**src/rtl/core/tvc_pkg.sv**
```systemverilog
`default_nettype none
// ----------------------------------------------------------------------------
// tvc_pkg: shared types and constants of the triangle view cull block
// register map, configuration bundle and fixed field widths
// ----------------------------------------------------------------------------
package tvc_pkg;

   localparam int COORD_WIDTH_DEF = 16;
   localparam int MAX_EYES_DEF    = 4;

   localparam int EYE_REGS    = 4;
   localparam int EYE_W       = 16;
   localparam int EYE_VEC_W   = 3 * EYE_W;
   localparam int EYE_COUNT_W = 3;
   localparam int MASK_W      = 4;

   // partial product slice width of the split multipliers
   localparam int LIMB_W = 32;

   localparam int QUEUE_DEPTH = 4;

   localparam int CSR_DATA_W = 64;
   localparam int CSR_ADDR_W = 6;
   localparam int CSR_IDX_W  = 3;
   localparam int CSR_IDX_LO = 3;

   typedef enum logic [CSR_IDX_W-1:0] {
      REG_EYE_COUNT = 3'd0,
      REG_EYE0      = 3'd1,
      REG_EYE1      = 3'd2,
      REG_EYE2      = 3'd3,
      REG_EYE3      = 3'd4
   } csr_reg_type;

   typedef struct packed {
      logic [EYE_COUNT_W-1:0]               eye_count;
      logic [EYE_REGS-1:0][EYE_VEC_W-1:0]   eye_vec;
   } tvc_cfg_type;

endpackage
`default_nettype wire

```
**src/rtl/core/tvc_queue.sv**
```systemverilog
`default_nettype none
// ----------------------------------------------------------------------------
// tvc_queue: normal queue
// small first-in first-out buffer between intake and eye tests
// ----------------------------------------------------------------------------
module tvc_queue #(
   parameter int WIDTH = 8,
   parameter int DEPTH = tvc_pkg::QUEUE_DEPTH
) (
   input  wire logic             clock,
   input  wire logic             reset,
   input  wire logic             push,
   input  wire logic [WIDTH-1:0] push_data,
   output logic                  push_ready,
   input  wire logic             pop,
   output logic                  pop_valid,
   output logic [WIDTH-1:0]      pop_data
);
   localparam int PW   = (DEPTH > 1) ? $clog2(DEPTH) : 1;
   localparam int CNTW = $clog2(DEPTH + 1);

   logic [WIDTH-1:0] slot_ff [DEPTH];
   logic [PW-1:0]    wr_ptr_ff, wr_ptr_in;
   logic [PW-1:0]    rd_ptr_ff, rd_ptr_in;
   logic [CNTW-1:0]  cnt_ff, cnt_in;

   assign push_ready = cnt_ff != CNTW'(DEPTH);
   assign pop_valid  = cnt_ff != '0;
   assign pop_data   = slot_ff[rd_ptr_ff];

   always_comb begin
      wr_ptr_in = wr_ptr_ff;
      rd_ptr_in = rd_ptr_ff;
      cnt_in    = cnt_ff;
      if (push) begin
         wr_ptr_in = (wr_ptr_ff == PW'(DEPTH - 1)) ? '0 : wr_ptr_ff + 1'b1;
      end
      if (pop) begin
         rd_ptr_in = (rd_ptr_ff == PW'(DEPTH - 1)) ? '0 : rd_ptr_ff + 1'b1;
      end
      if (push && !pop) begin
         cnt_in = cnt_ff + 1'b1;
      end else if (pop && !push) begin
         cnt_in = cnt_ff - 1'b1;
      end
   end

   always_ff @(posedge clock) begin
      if (reset) begin
         wr_ptr_ff <= '0;
         rd_ptr_ff <= '0;
         cnt_ff    <= '0;
      end else begin
         wr_ptr_ff <= wr_ptr_in;
         rd_ptr_ff <= rd_ptr_in;
         cnt_ff    <= cnt_in;
      end
   end

   always_ff @(posedge clock) begin
      if (push) begin
         slot_ff[wr_ptr_ff] <= push_data;
      end
   end

endmodule
`default_nettype wire

```
**config.mk**
```make
export PLATFORM = sky130hd
export DESIGN_NAME = tvc_queue
export DESIGN_NICKNAME = d
export VERILOG_FILES = /design/src/rtl/core/tvc_pkg.sv /design/src/rtl/core/tvc_queue.sv
export SDC_FILE = /design/constraint.sdc
export NUM_CORES = 1
export LEC_CHECK = 0
export BUFFER_PORTS_ARGS = -buffer_cell sky130_fd_sc_hd__clkbuf_2
export CAP_MARGIN = 20
export CORE_UTILIZATION = 55
export DETAILED_ROUTE_END_ITERATION = 12
export HOLD_SLACK_MARGIN = 0.1
export MAX_ROUTING_LAYER = met4
export PLACE_DENSITY = 0.77
export SYNTH_ARGS = -nofsm -noshare
export SYNTH_HDL_FRONTEND = slang
export SYNTH_SLANG_ARGS = --single-unit
```
**constraint.sdc**
```tcl
create_clock -name clock -period 1.7 [get_ports clock]
set_input_delay 0.085 -clock clock [delete_from_list [all_inputs] [get_ports clock]]
set_output_delay 0.085 -clock clock [all_outputs]
set_load 0.02 [all_outputs]
```
# After elaboration in Yosys (flattened, before gate mapping)

Memories as Yosys holds them, arrays and structs flattened. A register that Yosys moved wholly into a read port is not among the register bits.
Index checks and enable logic that the tools add are counted.

Bits in registers: 7
Bits in latches: 0
Bits in writable memories: 32
ROM bits: 0
Input bits: 12
Output and inout port bits: 10
Word-level logic and storage cells: 25
Memories: 1

Add/sub/neg operators: 4
$mul: 0
Div/mod/pow operators: 0
$lt $le $gt $ge: 0
Equal/unequal tests: 3
Shift operators: 0
Muxes and demuxes: 8
Bitwise operators: 0
Reductions and logical operators: 6

Memory list:

| name    | depth | width | read ports | clocked after memory_dff | write ports | line            | source |
|---|---|---|---|---|---|---|---|
| slot_ff | 4     | 8     | 1          | 1                        | 1           | tvc_queue.sv:22 | `logic [WIDTH-1:0] slot_ff [DEPTH];` |

Operators by type and width:

| kind                                              | count |
|---|---|
| 2-to-1 mux 2 bit                                  | 4 |
| 2-to-1 mux 3 bit                                  | 2 |
| adder 2 x 1 -> 2 bit (second input constant)      | 2 |
| == test 2 bit (second input constant)             | 2 |
| adder 3 x 1 -> 3 bit (second input constant)      | 1 |
| inequality test 3 bit (second input constant)     | 1 |
| nonzero test 3 bit                                | 1 |
| subtractor 3 x 1 -> 3 bit (second input constant) | 1 |
| logical AND 1 bit                                 | 2 |
| logical NOT 1 bit                                 | 2 |
| 2-to-1 mux 1 bit                                  | 2 |
| nonzero test 2 bit                                | 1 |

# Logic depth before layout (Yosys ltp)

Depth after elaboration: 4
Gate-level depth with buffers: 7
Mapped depth without buffers: 7

# Least setup slack after synthesis

Ideal clock, no wire load.

Path type: flip-flop to flip-flop
Start: reg cnt_ff[0]
End: reg cnt_ff[2]
Library setup time: 0.070 ns
Arrival time: 1.318 ns
Data required time: 1.630 ns
Slack: 0.312 ns
Stages on the path, launching flop included: 5
Path buffers: 0
Period minus slack after synthesis: 1.388 ns
Cells stage by stage: dfxtp_1 fa_1 xor2_1 or3_1 a21oi_1

Word-level cells in the longest chain between the ends: 3
Elaborated cells between the ends (all ways): 4
Classes of those cells: 2 x add/sub; 2 x mux

Ends and longest elaborated chain:

| item                      | line            | source |
|---|---|---|
| start, declared           | tvc_queue.sv:25 | `logic [CNTW-1:0] cnt_ff, cnt_in;` |
| start signal, assigned    | tvc_queue.sv:56 | `cnt_ff <= cnt_in;` |
| subtractor 3 x 1 -> 3 bit | tvc_queue.sv:44 | `cnt_in = cnt_ff - 1'b1;` |
| 2-to-1 mux 3 bit          | tvc_queue.sv:43 | `end else if (pop && !push) begin` |
| 2-to-1 mux 3 bit *        | tvc_queue.sv:41 | `if (push && !pop) begin` |

Mark *: on every way between the ends. The rest lies on a longest branch, timed or not. The select of a mux whose other input is x is not followed.
A chain may end at the register's enable or synchronous reset.

==> qor.yml <==
critical_path:
  worst-path-max-fanout: 4
  kind_of_end_point_of_the_critical_path: "primary output"
  worst-path-stages: 3
  critical_path_required_ns: 1.62
  start_kind: "register"
  regToRegStartpoint: "cnt_ff[0]"
  timing_worst_setup_path_type: "register to primary output"
  worst-r2r-cell-count: 4
  cp_top_family: "multiplexers"
  cp_num_buf_inv: 2
  r2r_setup_slack_ns: 0.19
  critical_path_arrival_ns: 1.52
  critical_path.reg2reg.endpoint: "cnt_ff[2]"
  worstPathCellList: "buf_4, mux4_2, clkbuf_2"
  crit_path_max_incr_delay_ns: 0.51
  critical-path-slowest-cell: "sky130_fd_sc_hd__mux4_2"
global_route:
  grt.overflow.total: 0
  number_of_antenna_violations_at_the_first_check_in_global_routing: 0
  global_route.usage.met3_pct: 6.279
  grt_pass1_wl_um: 4036
  grt_util_met2_pct: 32.01
  global_route.peak_usage_layer: "met2"
  grt_max_degree: 13
  number_of_global_route_vias_before_repair: 898
  groute.usage.overall_pct: 19.18
  gr-usage-met1_pct: 20.67
final_layout:
  antenna_cells: 0
  final_cells: 159
  synthToLayoutAreaGrowth_pct: 19.48
  fill_cells: 195
  number_of_nets_at_the_end_of_the_flow: 146
  post_route_cells_drive_above_1_share_pct: 28.13
clock_tree:
  cts_root_buf: "sky130_fd_sc_hd__clkbuf_4"
  ctsHtreeMaxLevel: 2
  cts.repair_timing.setup_buffer_count: 0
  max-clock-path-buffers: 2
  clk_latency_ns: 0.34
  tritoncts: "built"
  cts_made_buffers: 5
  clock_sink_count: 41
  clk_transition_reported_paths_ns: 0.10
die:
  initial_core_utilization_pct: 57.99
  rows: 19
  fp.coreArea_um2: 2758
  die-area_um2: 3127
  die_h_um: 55.92
  floorplan.die.width_um: 55.92
  io_pins: 22
power_and_ir_drop:
  seqPwrFrac_pct: 61.8
  cellLeakagePower_nw: 0.7271
  cellPowerDensity_nw_per_um2: 994.3
  ir_drop_mv: 0.8220
  p_int_mw: 1.433
  power_frac_comb_pct: 15.0
  clock_power_share_pct: 23.2
  power_switching_uw: 466.4
  power.switching_fraction_pct: 24.55
timing:
  timing.setup.tns_ns: 0
  post-route-min-period_ns: 1.604
  rsz0062_at_grt: "no"
  max_slew.worst_pin.slew_ns: 0.4352
  final_setup_fails: 0
  relative_slew_slack_pct: 70.99
  fmax_ghz: 0.6234
  skew_ns: 0.009636
  slew_viol_final: 0
  timing.final.hold_violations: 0
  fin_crit_sh_pct: 94.36
  setup_ws_final_ns: 0.09587
status:
  outcome: "finished clean"
synth:
  post_synth_xor_area_fraction_pct: 1.095
  post_synth_fa_ha_maj_area_fraction_pct: 5.947
  syn_avg_cell_area_um2: 18.38
  synth-seq-area-share_pct: 71.36
  synth.mux.area_fraction_pct: 13.77
  synth_area_leader_cell: "sky130_fd_sc_hd__edfxtp_1"
  combinational_family_with_the_most_area_after_synthesis: "multiplexers"
  synth_area_leaders: "sky130_fd_sc_hd__edfxtp_1 (60%), sky130_fd_sc_hd__dfxtp_1 (11%), sky130_fd_sc_hd__mux4_2 (11%)"
  synthDominantCellAreaShare_pct: 60.09
  synthesis.area_um2: 1599
  synthCells: 87
  post_synth_num_cell_types: 17
  basic_gate_share_of_the_synthesized_area_counting_and_or_nand_and_nor_cells_pct: 4.930
  synth-compound-area-share_pct: 0.9390
  yosys_warnings: 0
  syn_nets: 106
  synth_seq_cells: 41
job:
  maxCapViolations: 0
route:
  detail_route.vias_per_cell: 5.277
  finalWirelength_um: 2474
  route.antenna.remaining_nets: 0
  drc_errors: 0
  first_pass_iters: 4
  route.detailed.wl_per_inst_um: 15.56
  vias: 839
  detailedRoute.firstIterationViolations: 14
min_path:
  min-delay-path-class: "input pin to register"
  timing.hold.worst.start: "pop"
  hold_path_depth: 4
place:
  portBuffers: 21
  place_inst: 139
  gp_routability_congestion: 0.7518
  detailedPlacementHpwl_um: 1697
  dp_worst_setup_slack_ns: 0.1129
==> cells in the mapped netlist (all sizes together) <==
master / n
a21oi: 2
and2: 4
buf: 1
clkbuf: 1
dfxtp: 9
edfxtp: 32
fa: 1
ha: 6
inv: 4
mux2i: 4
mux4: 8
nand2: 1
nor2: 8
nor3b: 1
o21ai: 1
or3: 2
xor2: 2
==> power groups by stage <==
stage | clock network, mW | registers [mW] | logic (mW)
global route | 0.491 | 1.18 | 0.315
detailed placement | 0 | 1.20 | 0.265
finish | 0.440 | 1.17 | 0.286
CTS | 0.457 | 1.18 | 0.291
global placement | 0 | 1.19 | 0.257
floorplan | 0 | 1.18 | 0.188
==> cell type report <==
class,instances,area (um2),area share (%)
flip-flops and latches,41,1141,59.72
clock inverters,1,3.754,0.1965
clock buffers,7,45.04,2.358
multi-input cells,40,426.7,22.33
inverters,4,15.01,0.7859
well taps,31,38.79,2.030
repair buffers,35,240.2,12.57
==> state kept, by name (all words and copies together), names as in the netlist, named ones only <==
register	count
cnt_ff	3
rd_ptr_ff	2
slot_ff	32
wr_ptr_ff	2
==> layout by cell type (no fill, tap or decap), types with 2 or more instances in the layout <==
cell type and n:
sky130_fd_sc_hd__a21oi_1 2, sky130_fd_sc_hd__and2_1 4, sky130_fd_sc_hd__buf_4 2, sky130_fd_sc_hd__clkbuf_1 2, sky130_fd_sc_hd__clkbuf_2 21, sky130_fd_sc_hd__clkbuf_4 5
sky130_fd_sc_hd__dfxtp_1 9, sky130_fd_sc_hd__dlygate4sd3_1 12, sky130_fd_sc_hd__edfxtp_1 32, sky130_fd_sc_hd__ha_1 6, sky130_fd_sc_hd__inv_1 4, sky130_fd_sc_hd__mux2i_1 4
sky130_fd_sc_hd__mux4_2 8, sky130_fd_sc_hd__nor2_1 8, sky130_fd_sc_hd__or3_1 2, sky130_fd_sc_hd__xor2_1 2
==> routing by layer <==
layer	up-vias	wire length, um	part of all wire (%)
li1	408	-	-
met1	404	996	40
met2	19	1314	53
met3	8	103	4.2
met4	0	59	2.4
met5	-	0	0
==> how the worst max path moves through the flow <==
stage | slack (ns) | start | to
after global routing | 0.02 | register | pop_data[7]
after global placement | 0.20 | pop | cnt_ff[2]
final | 0.1 | register | pop_data[7]
after detailed placement | 0.11 | pop | cnt_ff[2]
after floorplan | 0.31 | cnt_ff[0] | cnt_ff[2]
after CTS | 0.05 | register | pop_data[7]
==> logic make-up after synthesis <==
logic type / after synthesis
DFF: 41
and+or+nand+nor: 16
muxes: 12
adders and majority gates: 7
buffers and inverters: 6
AOI/OAI and AO/OA: 3
xor gates and xnor gates: 2
==> what timing repair did <==
| action | in CTS | in global routing |
|---|---|---|
| resized for setup | 0 | 0 |
| hold buffers | 12 | 0 |
| endpoints found under the hold margin | 41 | 0 |
==> metrics by stage <==
step                area [um2]  hold slack, ns  utilization, %  total power, mW
floorplan                 1599          0.1541               -            1.372
global placement          1742          0.2982           63.16            1.451
detailed placement        1742          0.3087           63.16            1.464
CTS                       1911          0.1364           69.28            1.923
global route              1911          0.1754           69.28            1.987
finish                    1911          0.1583           69.28            1.900
==> worst reg2reg max path, stage by stage (launching register included) <==
cell and delay, ns:
sky130_fd_sc_hd__dfxtp_1 0.37, sky130_fd_sc_hd__fa_1 0.45, sky130_fd_sc_hd__xor2_1 0.16, sky130_fd_sc_hd__or3_1 0.31
sky130_fd_sc_hd__a21oi_1 0.16
No activity file was read; power rests on OpenSTA's default activity.
